<file path="src/sv/bgc_pkg.sv">
`timescale 1ns / 1ps
// ----------------------------------------------------------------------------
// bgc_pkg
// Shared types and constants of the button gesture classifier.
// ----------------------------------------------------------------------------
package bgc_pkg;

	localparam int BGC_TIME_BITS = 32;
	localparam int NOW_W         = 32;
	localparam int CFG_DATA_W    = 16;
	localparam int CFG_IDX_W     = 3;

	localparam logic [CFG_IDX_W-1:0] REG_DEBOUNCE     = 3'd0;
	localparam logic [CFG_IDX_W-1:0] REG_WINDOW       = 3'd1;
	localparam logic [CFG_IDX_W-1:0] REG_LONG_HOLD    = 3'd2;
	localparam logic [CFG_IDX_W-1:0] REG_SHORT_MAX    = 3'd3;
	localparam logic [CFG_IDX_W-1:0] REG_LONG_RELEASE = 3'd4;

	localparam logic [7:0]  DEBOUNCE_RST     = 8'd10;
	localparam logic [15:0] WINDOW_RST       = 16'd500;
	localparam logic [15:0] LONG_HOLD_RST    = 16'd5000;
	localparam logic [15:0] SHORT_MAX_RST    = 16'd1500;
	localparam logic [15:0] LONG_RELEASE_RST = 16'd4000;

	localparam logic [2:0] GEST_NONE   = 3'd0;
	localparam logic [2:0] GEST_SHORT  = 3'd1;
	localparam logic [2:0] GEST_LONG   = 3'd2;
	localparam logic [2:0] GEST_DOUBLE = 3'd3;
	localparam logic [2:0] GEST_TRIPLE = 3'd4;

	localparam logic [2:0] PRESS_MAX = 3'd7;

	typedef struct packed {
		logic [7:0]  settle_count;
		logic [15:0] window_ticks;
		logic [15:0] long_hold_ms;
		logic [15:0] short_max_ms;
		logic [15:0] long_release_ms;
	} bgc_cfg_t;

	typedef struct packed {
		logic [2:0] gesture;
		logic       press_held;
		logic [2:0] press_count;
	} bgc_result_t;

endpackage

</file>
<file path="src/sv/bgc_tracker.sv">
`timescale 1ns / 1ps
// ----------------------------------------------------------------------------
// bgc_tracker
// Gesture state: debounce, multi-press window, press timing and the
// reported gesture. Gives the post-update result of the item in flight.
// ----------------------------------------------------------------------------
module bgc_tracker import bgc_pkg::*; #(
	parameter int TIME_BITS = BGC_TIME_BITS
) (
	input  logic                 clk,
	input  logic                 arst_n,
	input  logic                 step,
	input  logic                 mode,
	input  logic                 pin_level,
	input  logic [TIME_BITS-1:0] now,
	input  bgc_cfg_t             cfg,
	output bgc_result_t          result
);

	logic                 last_level_q, last_level_d;
	logic [7:0]           debounce_left_q, debounce_left_d;
	logic [15:0]          window_left_q, window_left_d;
	logic                 held_q, held_d;
	logic                 long_seen_q, long_seen_d;
	logic [2:0]           count_q, count_d;
	logic [TIME_BITS-1:0] press_time_q, press_time_d;
	logic [2:0]           gesture_q, gesture_d;
	logic [TIME_BITS-1:0] elapsed;
	logic [2:0]           count_win;

	assign elapsed = now - press_time_q;

	always_comb begin
		last_level_d    = last_level_q;
		debounce_left_d = debounce_left_q;
		window_left_d   = window_left_q;
		held_d          = held_q;
		long_seen_d     = long_seen_q;
		count_d         = count_q;
		press_time_d    = press_time_q;
		gesture_d       = gesture_q;
		count_win       = count_q;
		if (mode) begin
			gesture_d = GEST_NONE;
		end else begin
			window_left_d = window_left_q - 16'd1;
			if (window_left_d == 16'd0) begin
				count_win     = 3'd0;
				window_left_d = cfg.window_ticks;
			end
			count_d = count_win;
			if (!pin_level) begin
				if (last_level_q) begin
					debounce_left_d = cfg.settle_count;
				end else if (debounce_left_q != 8'd0) begin
					debounce_left_d = debounce_left_q - 8'd1;
				end else if (!held_q) begin
					press_time_d = now;
					held_d       = 1'b1;
				end else if (elapsed > TIME_BITS'(cfg.long_hold_ms) && !long_seen_q) begin
					gesture_d   = GEST_LONG;
					long_seen_d = 1'b1;
					count_d     = 3'd0;
				end
				last_level_d = 1'b0;
			end else begin
				if (!last_level_q || !held_q) begin
					debounce_left_d = cfg.settle_count;
				end else if (debounce_left_q != 8'd0) begin
					debounce_left_d = debounce_left_q - 8'd1;
				end else begin
					window_left_d = cfg.window_ticks;
					count_d       = (count_win == PRESS_MAX) ? PRESS_MAX : count_win + 3'd1;
					press_time_d  = elapsed;
					held_d        = 1'b0;
					if (count_d > 3'd1 && elapsed < TIME_BITS'(cfg.short_max_ms)) begin
						if (count_d == 3'd2) begin
							gesture_d = GEST_DOUBLE;
						end else if (count_d == 3'd3) begin
							gesture_d = GEST_TRIPLE;
						end
					end else if (elapsed < TIME_BITS'(cfg.short_max_ms)) begin
						gesture_d = GEST_SHORT;
					end else if (elapsed > TIME_BITS'(cfg.long_release_ms) && !long_seen_q) begin
						count_d   = 3'd0;
						gesture_d = GEST_LONG;
					end
					long_seen_d = 1'b0;
				end
				last_level_d = 1'b1;
			end
		end
	end

	always_ff @(posedge clk or negedge arst_n) begin
		if (!arst_n) begin
			last_level_q    <= 1'b1;
			debounce_left_q <= DEBOUNCE_RST;
			window_left_q   <= WINDOW_RST;
			held_q          <= 1'b0;
			long_seen_q     <= 1'b0;
			count_q         <= 3'd0;
			press_time_q    <= '0;
			gesture_q       <= GEST_NONE;
		end else if (step) begin
			last_level_q    <= last_level_d;
			debounce_left_q <= debounce_left_d;
			window_left_q   <= window_left_d;
			held_q          <= held_d;
			long_seen_q     <= long_seen_d;
			count_q         <= count_d;
			press_time_q    <= press_time_d;
			gesture_q       <= gesture_d;
		end
	end

	assign result.gesture     = gesture_d;
	assign result.press_held  = held_d;
	assign result.press_count = count_d;

	a_gesture_code: assert property (@(posedge clk) disable iff (!arst_n)
		gesture_q <= GEST_TRIPLE)
		else $error("gesture code out of range");

	a_ack_clears: assert property (@(posedge clk) disable iff (!arst_n)
		step && mode |=> gesture_q == GEST_NONE)
		else $error("acknowledge did not clear gesture");

	a_long_needs_held: assert property (@(posedge clk) disable iff (!arst_n)
		long_seen_q |-> held_q)
		else $error("long press flagged without a held press");

endmodule

</file>
<file path="src/sv/button_gesture_classifier.sv">
`timescale 1ns / 1ps
// ----------------------------------------------------------------------------
// button_gesture_classifier
// Debounced short, long, double and triple press detector on sampled pin
// beats with millisecond time stamps; acknowledge beats clear the gesture.
// ----------------------------------------------------------------------------
// Pipeline: input register, then result register; one beat per cycle while
// out_stall does not hold the result register, with the bgc_tracker state
// updated on each accepted beat.
// Reset: arst_n clears both stages and loads the register defaults
// (debounce 10, window 500, long hold 5000, short max 1500, long release 4000).
// ----------------------------------------------------------------------------
module button_gesture_classifier import bgc_pkg::*; #(
	parameter int TIME_BITS = BGC_TIME_BITS
) (
	input  logic                  clk,
	input  logic                  arst_n,
	input  logic                  cfg_we,
	input  logic [CFG_IDX_W-1:0]  cfg_index,
	input  logic [CFG_DATA_W-1:0] cfg_data,
	input  logic                  in_valid,
	output logic                  in_stall,
	input  logic                  mode,
	input  logic                  pin_level,
	input  logic [NOW_W-1:0]      now_ms,
	output logic                  out_valid,
	input  logic                  out_stall,
	output logic [2:0]            gesture,
	output logic                  press_held,
	output logic [2:0]            press_count
);

	bgc_cfg_t             cfg_q;
	logic                 valid_s1;
	logic                 mode_s1;
	logic                 pin_s1;
	logic [TIME_BITS-1:0] now_s1;
	logic                 out_free;
	logic                 step;
	bgc_result_t          result;
	bgc_result_t          result_q;
	logic                 out_valid_q;

	always_ff @(posedge clk or negedge arst_n) begin
		if (!arst_n) begin
			cfg_q.settle_count    <= DEBOUNCE_RST;
			cfg_q.window_ticks    <= WINDOW_RST;
			cfg_q.long_hold_ms    <= LONG_HOLD_RST;
			cfg_q.short_max_ms    <= SHORT_MAX_RST;
			cfg_q.long_release_ms <= LONG_RELEASE_RST;
		end else if (cfg_we) begin
			case (cfg_index)
				REG_DEBOUNCE:     cfg_q.settle_count    <= cfg_data[7:0];
				REG_WINDOW:       cfg_q.window_ticks    <= cfg_data;
				REG_LONG_HOLD:    cfg_q.long_hold_ms    <= cfg_data;
				REG_SHORT_MAX:    cfg_q.short_max_ms    <= cfg_data;
				REG_LONG_RELEASE: cfg_q.long_release_ms <= cfg_data;
				default: begin
				end
			endcase
		end
	end

	assign out_free = !out_valid_q || !out_stall;
	assign step     = valid_s1 && out_free;
	assign in_stall = valid_s1 && !out_free;

	// hold the input beat while the result register is blocked
	always_ff @(posedge clk or negedge arst_n) begin
		if (!arst_n) begin
			valid_s1 <= 1'b0;
		end else if (!in_stall) begin
			valid_s1 <= in_valid;
		end
	end

	always_ff @(posedge clk) begin
		if (in_valid && !in_stall) begin
			mode_s1 <= mode;
			pin_s1  <= pin_level;
			now_s1  <= TIME_BITS'(now_ms);
		end
	end

	bgc_tracker #(
		.TIME_BITS (TIME_BITS)
	) u_tracker (
		.clk       (clk),
		.arst_n    (arst_n),
		.step      (step),
		.mode      (mode_s1),
		.pin_level (pin_s1),
		.now       (now_s1),
		.cfg       (cfg_q),
		.result    (result)
	);

	always_ff @(posedge clk or negedge arst_n) begin
		if (!arst_n) begin
			out_valid_q <= 1'b0;
		end else if (out_free) begin
			out_valid_q <= valid_s1;
		end
	end

	always_ff @(posedge clk) begin
		if (step) begin
			result_q <= result;
		end
	end

	assign out_valid   = out_valid_q;
	assign gesture     = result_q.gesture;
	assign press_held  = result_q.press_held;
	assign press_count = result_q.press_count;

endmodule
</file>
<file path="config.mk">
export PLATFORM = sky130hd
export DESIGN_NAME = button_gesture_classifier
export DESIGN_NICKNAME = d
export VERILOG_FILES = /design/src/sv/bgc_pkg.sv /design/src/sv/bgc_tracker.sv /design/src/sv/button_gesture_classifier.sv
export SDC_FILE = /design/constraint.sdc
export NUM_CORES = 1
export LEC_CHECK = 0
export ABC_CLOCK_PERIOD_IN_PS = 4800
export BUFFER_PORTS_ARGS = -buffer_cell sky130_fd_sc_hd__buf_2
export CAP_MARGIN = 20
export CORE_MARGIN = 2
export CORE_UTILIZATION = 50
export CTS_CLUSTER_DIAMETER = 60
export DETAILED_ROUTE_END_ITERATION = 7
export MAX_ROUTING_LAYER = met4
export PLACE_DENSITY_LB_ADDON = 0.05
export SETUP_SLACK_MARGIN = 0.2
export SLEW_MARGIN = 20
export SYNTH_ARGS = -nofsm -noshare
export SYNTH_HDL_FRONTEND = slang
export SYNTH_SLANG_ARGS = --single-unit
</file>
<file path="constraint.sdc">
create_clock -name clk -period 4.8 [get_ports clk]
set_clock_uncertainty 0.15 [all_clocks]
set_input_delay 0.24 -clock clk [delete_from_list [all_inputs] [get_ports clk]]
set_output_delay 0.24 -clock clk [all_outputs]
set_load 0.02 [all_outputs]
</file>
==> flow_summary_export.csv, run 1 <==
group,metric,value,unit
outcome,status,"finished, final reports clean",
critical_path,regToRegStartpoint,"now_s1[0]",
critical_path,slowest_stage,"edfxtp_1",
critical_path,r2r-end,"press_count[1]",
place,dpl.hpwl,20.3,mm
sta,tns,0,ns
global_routing,grt_overflow,0,
clock_tree,cts_num_sinks,180,
global_routing,grt_max_degree,102,
global_routing,grt_pass1_wl,46.7,mm
synthesis,synth_area,11500,um^2
sta,rsz0062_at_grt,"true",
routing,drtPass1Iterations,5,
sta,slew_headroom,0.284,
global_routing,grt_pass1_vias,8950,
final_layout,drive_above_1_share,0.206,
routing,wl_met2,13.1,mm
critical_path,critPathMaxFanout,4,
routing,wire_per_inst,17.3,um
routing,via_per_inst,5.65,
clock_tree,htree_levels,4,
synthesis,synth_top_area_cell,"dfrtp_1",
synthesis,ys_seq_area_frac,0.413,
power_and_ir_drop,p_leak,5.78,nW
floorplanning,start_util,0.509,
final_layout,layout_common_cells,"132 x nand2_1, 119 x o21ai_0, 104 x dfrtp_1, 98 x inv_1, 79 x ha_1",
critical_path,cp_common_cell,"a21o_1",
worst_hold_path,min_path_type,"in2reg",
synthesis,synthDistinctLibCells,85,
sta,worst_pin_slew,1.07,ns
worst_hold_path,min_path_cells,2,
final_layout,area_growth,17.1,%
critical_path,cp_cell_sequence,"inv_2, ha_4, inv_2, fa_2, a211oi_4, o21ai_2, nand2_1, nand2_1, a21o_1, a21o_1, a21oi_2, xnor2_2, ha_1, a21o_1, a21o_1, a21o_1, a21o_1, a21o_1, a221oi_2, buf_4, o2111ai_4, nand4_1, a21oi_1, o22ai_1",
synthesis,async_flop_share,0.772,
clock_tree,cts_root_buffer,"clkbuf_16",
final_layout,antenna_cells,0,
power_and_ir_drop,power_density,598,nW/um^2
final_layout,nets,1484,
routing,drc,0,
sta,fin_crit_sh,0.955,
clock_tree,cts.clk_slew.worst_paths,0.07,ns
floorplanning,num_rows,55,
worst_hold_path,min-delay-start,"cfg_data[0]",
floorplanning,die_area,24300,um^2
synthesis,synthTopCellsByArea,"dfrtp_1 23%, edfxtp_1 11%, ha_1 9.1%",
critical_path,max_stage_delay,0.38,ns
routing,wl_met3,752,um
synthesis,synth_fp_nets,1362,
critical_path,end_kind,"flop",
sta,setup_viol,0,
clock_tree,clk_latency,0.44,ns
sta,min_period,4.58,ns
place,port_buffers,66,
critical_path,worstSetupPathType,"reg2reg",
synthesis,synth_edf_count,41,
worst_hold_path,timing.hold.worst_endpoint,"cfg_q[64]",
floorplanning,die_h,156,um
final_layout,utilization,0.595,
job,cap_violations,0,
sta,drv_slew,0,
place,placed_cell_area,12200,um^2
floorplanning,pin_count,67,
global_routing,grt_use_total,0.249,
critical_path,worst_setup_path_start_kind,"flop",
sta,finalWorstSetupSlack,0.217,ns
final_layout,mostFrequentLayoutCell,"nand2_1",
routing,drtIter0Drc,575,
critical_path,critPathRequiredTime,4.93,ns
critical_path,cp-startpoint,"now_s1[0]",
final_layout,final_area,13500,um^2
clock_tree,cts_tree,"built",
floorplanning,die_x,156,um
place,post-place-ws,-0.00618,ns
routing,wl,28.3,mm
synthesis,synth_top_area_share,0.226,
sta,hold_viol_final,0,
synthesis,syn_inst,1219,
critical_path,worst_ep_arrival_time,4.71,ns
routing,m1WireLength,13.9,mm
routing,vias,9257,
power_and_ir_drop,peakVddDrop,0.276,mV
critical_path,crit_family,"compound AO/OA/AOI/OAI gates",
critical_path,ff2ff_setup_slack,0.22,ns
critical_path,rr_worst_depth,24,
global_routing,antenna_found_initial,0,
critical_path,crit_buf_inv,3,
place,gp_congestion,0.918,
sta,hold_ws,0.0342,ns
sta,fmax,0.218,GHz
routing,top_layer,"met4",
synthesis,ys.flop_type,"dfrtp_1",
clock_tree,max-clock-path-buffers,2,
routing,antenna_left,0,
floorplanning,core,22600,um^2
clock_tree,numCtsBuffers,17,
synthesis,ys_ff_latch,180,
synthesis,yosysWarnings,0,
synthesis,synth_area_per_cell,9.45,um^2
==> worst max path at each step <==
stage	cells past startpoint	slack (ns)	end
global route	24	-0.04	press_count[0]
finish	24	0.22	press_count[1]
detailed placement	24	-0.006	press_count[0]
CTS	24	0.17	press_count[2]
floorplan	23	0.27	press_count[2]
global placement	24	-0.008	press_count[0]
==> worst register-to-register path, cell delays in order (launching register included) <==
cell and delay [ns]:
edfxtp_1 0.38, inv_2 0.09, ha_4 0.14, inv_2 0.03
fa_2 0.36, a211oi_4 0.24, o21ai_2 0.08, nand2_1 0.07
nand2_1 0.05, a21o_1 0.17, a21o_1 0.18, a21oi_2 0.18
xnor2_2 0.13, ha_1 0.26, a21o_1 0.16, a21o_1 0.15
a21o_1 0.15, a21o_1 0.15, a21o_1 0.16, a221oi_2 0.26
buf_4 0.17, o2111ai_4 0.15, nand4_1 0.26, a21oi_1 0.12
o22ai_1 0.20
==> logic make-up after synthesis <==
kind of cell,share of synthesized area
fa+ha+maj,0.0930
flops,0.413
simple gates,0.150
mux,0.0722
compound gates,0.191
buf+inv,0.0592
xor+xnor,0.0221
==> registers in the layout, summed over array words and instances (netlist names) <==
name,flops
cfg_q,72
gesture,3
mode_s1,1
now_s1,32
out_valid,1
pin_s1,1
press_count,3
press_held,1
u_tracker.count_q,3
u_tracker.debounce_left_q,8
u_tracker.gesture_q,3
u_tracker.held_q,1
u_tracker.last_level_q,1
u_tracker.long_seen_q,1
u_tracker.press_time_q,32
u_tracker.window_left_q,16
valid_s1,1
==> per-stage QoR <==
stage               power [mW]  std cells
floorplan                 5.31       1219
global placement          6.45       1550
detailed placement        6.52       1550
CTS                       8.02       1637
global route              8.74       1639
finish                    8.06       1639
==> cells in the mapped netlist (3+ instances only) <==
library cell and number:
ha_1 84, o221ai_2 3, nand2_1 134, nand2b_1 13
a211oi_1 9, clkbuf_1 32, and2_1 6, and3_1 8
xor2_1 14, inv_1 100, nor3_1 27, xnor2_1 15
a31oi_1 12, a22oi_1 4, nand4_1 25, o211ai_1 14
a21oi_2 3, dfstp_2 35, edfxtp_1 41, o21a_1 7
nand4b_1 5, mux2_2 47, nor4_1 10, nor2b_1 4
o22ai_1 7, nor2_1 66, dfrtp_1 104, buf_2 14
o2111ai_1 3, o21ai_1 5, nor4b_1 3, a21oi_1 82
a211o_1 3, o21ai_0 121, a21o_1 33, buf_6 9
mux2i_1 29, or3_1 4, nand3_1 25
==> per-layer routing <==
metal | vias up | global-route usage
met5 | - | -
met4 | 0 | 0.0716
met3 | 37 | 0.0278
met2 | 157 | 0.391
met1 | 4422 | 0.343
li1 | 4641 | -
==> where the power goes <==
part           internal [mW]  switching [mW]  total [mW]
combinational           1.88            2.51        4.39
clock                  0.766           0.642        1.41
sequential              2.01           0.251        2.26
total                   4.66            3.40        8.06
==> what timing repair did <==
item                                    CTS  global route
hold buffers                             53             0
endpoints found under the setup margin   13            13
setup buffers                             2             2
gates resized for setup                   7            17
pin swaps                                20            21
hold endpoints to repair                156             0
==> final cells by class <==
class | instances | area (um^2)
clock buffer | 22 | 507
timing repair buffer | 160 | 1180
multi-input combinational | 882 | 6220
tap | 285 | 357
clock inverter | 10 | 86.3
sequential | 180 | 4750
inverter | 100 | 375
fill | 1957 | 9160
Power figures use the tool's default switching activity.
==> run 2, diff against run 1 <==
--- a/config.mk
+++ b/config.mk
@@ -14,6 +14,7 @@
 export DETAILED_ROUTE_END_ITERATION = 7
 export MAX_ROUTING_LAYER = met4
 export PLACE_DENSITY_LB_ADDON = 0.05
+export REMOVE_ABC_BUFFERS = 1
 export SETUP_SLACK_MARGIN = 0.2
 export SLEW_MARGIN = 20
 export SYNTH_ARGS = -nofsm -noshare
==> flow_summary_export.csv, run 2 (synthesis gave the netlist of run 1 again) <==
group,metric,value,unit
clock_tree,cts_root_buffer,"clkbuf_16",
outcome,status,"finished, final reports clean",
routing,drc,0,
final_layout,largest_reg_flops,72,
critical_path,worstSetupPathType,"reg2reg",
final_layout,final_area,13600,um^2
global_routing,grt_pass1_wl,46.7,mm
clock_tree,htree_levels,4,
final_layout,layout_common_cells,"132 x nand2_1, 119 x o21ai_0, 104 x dfrtp_1, 98 x inv_1, 83 x ha_1",
floorplanning,start_util,0.509,
routing,drtIter0Drc,424,
final_layout,area_growth,17.8,%
critical_path,cp-startpoint,"now_s1[0]",
critical_path,crit_path_end,"press_count[1]",
floorplanning,die_area,24300,um^2
routing,via_per_inst,5.61,
power_and_ir_drop,totalPowerFinal,8.09,mW
power_and_ir_drop,peakVddDrop,0.282,mV
critical_path,r2r-end,"press_count[1]",
clock_tree,max-clock-path-buffers,2,
critical_path,ff2ff_setup_slack,0.09,ns
sta,slew_headroom,0.343,
routing,wl,27.9,mm
place,port_buffers,66,
floorplanning,num_rows,55,
floorplanning,die_x,156,um
sta,worst_pin_slew,0.980,ns
clock_tree,cts.clk_slew.worst_paths,0.08,ns
global_routing,grt_max_degree,107,
critical_path,worst_ep_arrival_time,4.82,ns
routing,vias,9246,
final_layout,nets,1494,
global_routing,antenna_found_initial,0,
routing,drtPass1Iterations,5,
power_and_ir_drop,p_leak,5.85,nW
floorplanning,core,22600,um^2
critical_path,end_kind,"flop",
place,placed_cell_area,12200,um^2
critical_path,regToRegStartpoint,"now_s1[0]",
clock_tree,numCtsBuffers,17,
critical_path,worst_setup_path_start_kind,"flop",
sta,drv_slew,0,
worst_hold_path,min_path_type,"in2reg",
global_routing,grt_pass1_vias,9088,
clock_tree,clk_latency,0.43,ns
critical_path,rr_worst_depth,25,
clock_tree,cts_tree,"built",
routing,antenna_left,0,
global_routing,grt_overflow,0,
final_layout,top_regs,"cfg_q x72, now_s1 x32, u_tracker.press_time_q x32",
critical_path,critPathRequiredTime,4.92,ns
floorplanning,die_h,156,um
critical_path,critPathMaxFanout,4,
power_and_ir_drop,power_density,597,nW/um^2
sta,hold_viol_final,0,
sta,min_period,4.71,ns
sta,fmax,0.213,GHz
worst_hold_path,min_path_cells,5,
final_layout,drive_above_1_share,0.209,
clock_tree,cts_num_sinks,180,
final_layout,num-fill-cells,1972,
routing,wire_per_inst,16.9,um
global_routing,grt_use_total,0.249,
final_layout,mostFrequentLayoutCell,"nand2_1",
job,cap_violations,0,
place,gp_congestion,0.921,
floorplanning,pin_count,67,
sta,setup_viol,0,
final_layout,regMostFlops,"cfg_q",
final_layout,antenna_cells,0,
sta,rsz0062_at_grt,"true",
place,dpl.hpwl,20.0,mm
sta,fin_crit_sh,0.980,
==> run 2: cell count changes in the layout (fill, tap and decap cells not counted), moves of 2 or more <==
cell / previous run / this run
buf_4: 40 / 49
inv_6: 0 / 4
ha_2: 4 / 0
clkinvlp_4: 2 / 0
ha_1: 79 / 83
==> run 2: worst min-delay path by stage <==
stage | from | to
global placement | now_ms[22] | now_s1[22]
CTS | cfg_index[0] | cfg_q[5]
floorplan | arst_n | cfg_q[0]
global route | cfg_index[0] | cfg_q[5]
finish | cfg_index[0] | cfg_q[5]
detailed placement | now_ms[21] | now_s1[21]
==> run 2: area by class of cell <==
class | count | area, um^2 | area share
flip-flops and latches | 180 | 4750 | 0.351
well taps | 285 | 357 | 0.0263
clock buffers | 19 | 475 | 0.0351
repair buffers | 170 | 1260 | 0.0928
multi-input cells | 882 | 6210 | 0.458
inverters | 100 | 375 | 0.0277
clock inverters | 13 | 126 | 0.00932
==> run 2: power breakdown <==
group | switching (mW) | internal (mW)
clock | 0.667 | 0.751
combinational | 2.51 | 1.92
sequential | 0.247 | 2.01
==> run 2: per-layer routing <==
layer	vias to the layer above	track usage	wire [um]
li1	4664	-	-
met1	4399	0.341	13800
met2	160	0.401	13100
met3	23	0.0350	732
met4	0	0.0454	250
met5	-	-	0
==> run 2: worst max-delay path, stage by stage, from the launching register on <==
cell and delay [ns]:
edfxtp_1 0.40, inv_2 0.09, ha_4 0.13, inv_2 0.03, fa_2 0.36, a211oi_4 0.28, o21ai_2 0.10, nand2_1 0.09
nand2_1 0.06, a21o_1 0.17, buf_4 0.13, buf_4 0.12, xor2_1 0.14, ha_1 0.19, a21o_1 0.15, a21o_1 0.17
a21o_1 0.15, a21o_1 0.14, a21o_1 0.15, a21o_1 0.16, a221oi_2 0.26, buf_4 0.17, o2111ai_4 0.14, nand4_1 0.27
a21oi_1 0.11, o22ai_1 0.21
==> run 2: through the flow <==
step / TNS [ns] / utilization / hold WS [ns] / std cells / setup slack (ns)
2_1_floorplan: -2.79 / - / -0.206 / 1162 / -0.0905
3_3_place_gp: -0.231 / 0.540 / 0.266 / 1549 / -0.0671
3_5_place_dp: -1.18 / 0.540 / 0.268 / 1549 / -0.163
4_1_cts: 0 / 0.596 / 0.239 / 1645 / 0.0999
5_1_grt: -0.649 / 0.599 / 0.288 / 1649 / -0.122
6_report: 0 / 0.599 / 0.253 / 1649 / 0.0945
==> run 2: timing repair <==
item,4_1_cts,5_1_grt
hold endpoints to repair,163,0
endpoints found under the setup margin,13,13
hold buffers,54,0
pin swaps,24,20
gates resized for setup,12,10
setup buffers,10,4
==> run 3, diff against run 2 <==
--- a/config.mk
+++ b/config.mk
@@ -13,7 +13,7 @@
 export CTS_CLUSTER_DIAMETER = 60
 export DETAILED_ROUTE_END_ITERATION = 7
 export MAX_ROUTING_LAYER = met4
-export PLACE_DENSITY_LB_ADDON = 0.05
+export PLACE_DENSITY = 0.8
 export REMOVE_ABC_BUFFERS = 1
 export SETUP_SLACK_MARGIN = 0.2
 export SLEW_MARGIN = 20
==> flow_summary_export.csv, run 3 (synthesis gave the netlist of run 1 again) <==
group,metric,value,unit
worst_hold_path,min_path_type,"in2reg",
final_layout,utilization,0.592,
sta,setup_viol,0,
sta,hold_ws,0.0269,ns
routing,antenna_left,0,
routing,drtIter0Drc,683,
place,dpl.hpwl,19.9,mm
power_and_ir_drop,power_density,600,nW/um^2
power_and_ir_drop,peakVddDrop,0.275,mV
worst_hold_path,min-delay-start,"cfg_data[0]",
outcome,status,"finished, final reports clean",
floorplanning,num_rows,55,
critical_path,worst_setup_path_start_kind,"flop",
clock_tree,max-clock-path-buffers,2,
final_layout,layout_common_cells,"132 x nand2_1, 120 x o21ai_0, 104 x dfrtp_1, 98 x inv_1, 83 x ha_1",
final_layout,seq_area,4750,um^2
routing,wl,28.2,mm
global_routing,grt_pass1_wl,46.5,mm
final_layout,antenna_cells,0,
clock_tree,cts_root_buffer,"clkbuf_16",
job,cap_violations,0,
clock_tree,numCtsBuffers,17,
critical_path,worstSetupPathType,"reg2reg",
global_routing,grt_max_degree,92,
routing,via_per_inst,5.85,
clock_tree,cts_num_sinks,180,
critical_path,ff2ff_setup_slack,0.13,ns
critical_path,r2r-end,"press_count[1]",
final_layout,regMostFlops,"cfg_q",
global_routing,grt_use_total,0.247,
floorplanning,die_x,156,um
sta,worst_pin_slew,0.973,ns
global_routing,antenna_found_initial,0,
clock_tree,cts.clk_slew.worst_paths,0.08,ns
sta,fin_crit_sh,0.973,
worst_hold_path,timing.hold.worst_endpoint,"cfg_q[48]",
clock_tree,cts_tree,"built",
routing,drtPass1Iterations,5,
sta,hold_viol_final,0,
routing,wire_per_inst,17.2,um
sta,fmax,0.214,GHz
place,placed_cell_area,12200,um^2
critical_path,worst_ep_arrival_time,4.81,ns
global_routing,grt_pass1_vias,9415,
worst_hold_path,min_path_cells,2,
power_and_ir_drop,totalPowerFinal,8.05,mW
critical_path,critPathMaxFanout,4,
final_layout,drive_above_1_share,0.199,
power_and_ir_drop,p_leak,5.76,nW
final_layout,top_regs,"cfg_q x72, now_s1 x32, u_tracker.press_time_q x32",
sta,min_period,4.67,ns
critical_path,regToRegStartpoint,"now_s1[0]",
critical_path,critPathRequiredTime,4.93,ns
place,gp_congestion,0.925,
critical_path,end_kind,"flop",
final_layout,final_area,13400,um^2
final_layout,num-fill-cells,1891,
floorplanning,die_area,24300,um^2
final_layout,area_growth,16.5,%
floorplanning,core,22600,um^2
final_layout,nets,1480,
critical_path,rr_worst_depth,24,
clock_tree,htree_levels,4,
floorplanning,start_util,0.509,
routing,vias,9559,
clock_tree,clk_latency,0.44,ns
place,port_buffers,66,
sta,drv_slew,0,
final_layout,mostFrequentLayoutCell,"nand2_1",
floorplanning,die_h,156,um
final_layout,largest_reg_flops,72,
sta,rsz0062_at_grt,"true",
sta,slew_headroom,0.348,
floorplanning,pin_count,67,
final_layout,multi_input_area,6200,um^2
global_routing,grt_overflow,0,
routing,drc,0,
==> run 3: cell count changes in the layout (fill, tap and decap cells not counted), moves of 2 or more <==
cell	change
buf_4	-13
clkinvlp_4	+2
a21oi_1	+3
clkinv_4	-4
a21oi_2	-3
inv_4	+2
==> run 3: worst max path at each step <==
stage,from,cells past startpoint,to
floorplan,pin_s1,2,u_tracker.press_time_q[0]
global placement,now_s1[0],24,press_count[0]
detailed placement,now_s1[0],24,press_count[0]
CTS,now_s1[0],24,press_count[0]
global route,now_s1[0],24,press_count[0]
finish,now_s1[0],24,press_count[1]
==> run 3: through the flow <==
stage	worst slack, ns	TNS (ns)	std cells
floorplan	-0.0905	-2.79	1162
global placement	-0.0303	-0.0384	1545
detailed placement	-0.112	-0.414	1545
CTS	0.182	0	1632
global route	-0.105	-0.536	1635
finish	0.129	0	1635
==> run 3: worst max-delay path, stage by stage, from the launching register on <==
cell	delay (ns)
edfxtp_1	0.38
inv_2	0.09
ha_4	0.13
inv_2	0.03
fa_2	0.36
a211oi_4	0.25
o21ai_2	0.08
nand2_1	0.08
nand2_1	0.06
a21o_1	0.17
a21o_1	0.18
a21oi_2	0.18
xnor2_2	0.14
ha_1	0.27
a21o_1	0.18
a21o_1	0.15
a21o_1	0.15
a21o_1	0.15
a21o_1	0.16
a221oi_2	0.27
buf_4	0.17
o2111ai_4	0.13
nand4_1	0.29
a21oi_1	0.12
o22ai_1	0.20
==> run 3: report_power, final <==
part	switching, mW	internal (mW)
clock network	0.658	0.728
logic	2.54	1.85
registers	0.260	2.01
total	3.46	4.59
==> run 3: routing by layer <==
layer  GRT usage  part of all wire  wire (um)  up-vias
li1            -                 -          -     4618
met1       0.311              0.45      12600     4618
met2       0.404              0.48      13500      257
met3      0.0422             0.046       1310       66
met4      0.0900             0.030        835        0
met5           -                 0          0        -
==> run 3: layout make-up <==
type,count,share of cell area
Timing Repair Buffer,156,0.0856
Inverter,100,0.0280
Sequential cell,180,0.354
Clock buffer,20,0.0349
Multi-Input combinational cell,882,0.463
Tap cell,285,0.0266
Clock inverter,12,0.00784
==> run 3: what timing repair did <==
| action | in CTS | in global routing |
|---|---|---|
| pin swaps | 19 | 18 |
| buffers inserted | 2 | 2 |
| hold buffers | 53 | 0 |
| gates resized for setup | 9 | 8 |
| hold endpoints to repair | 159 | 0 |
| setup endpoints to repair | 13 | 13 |
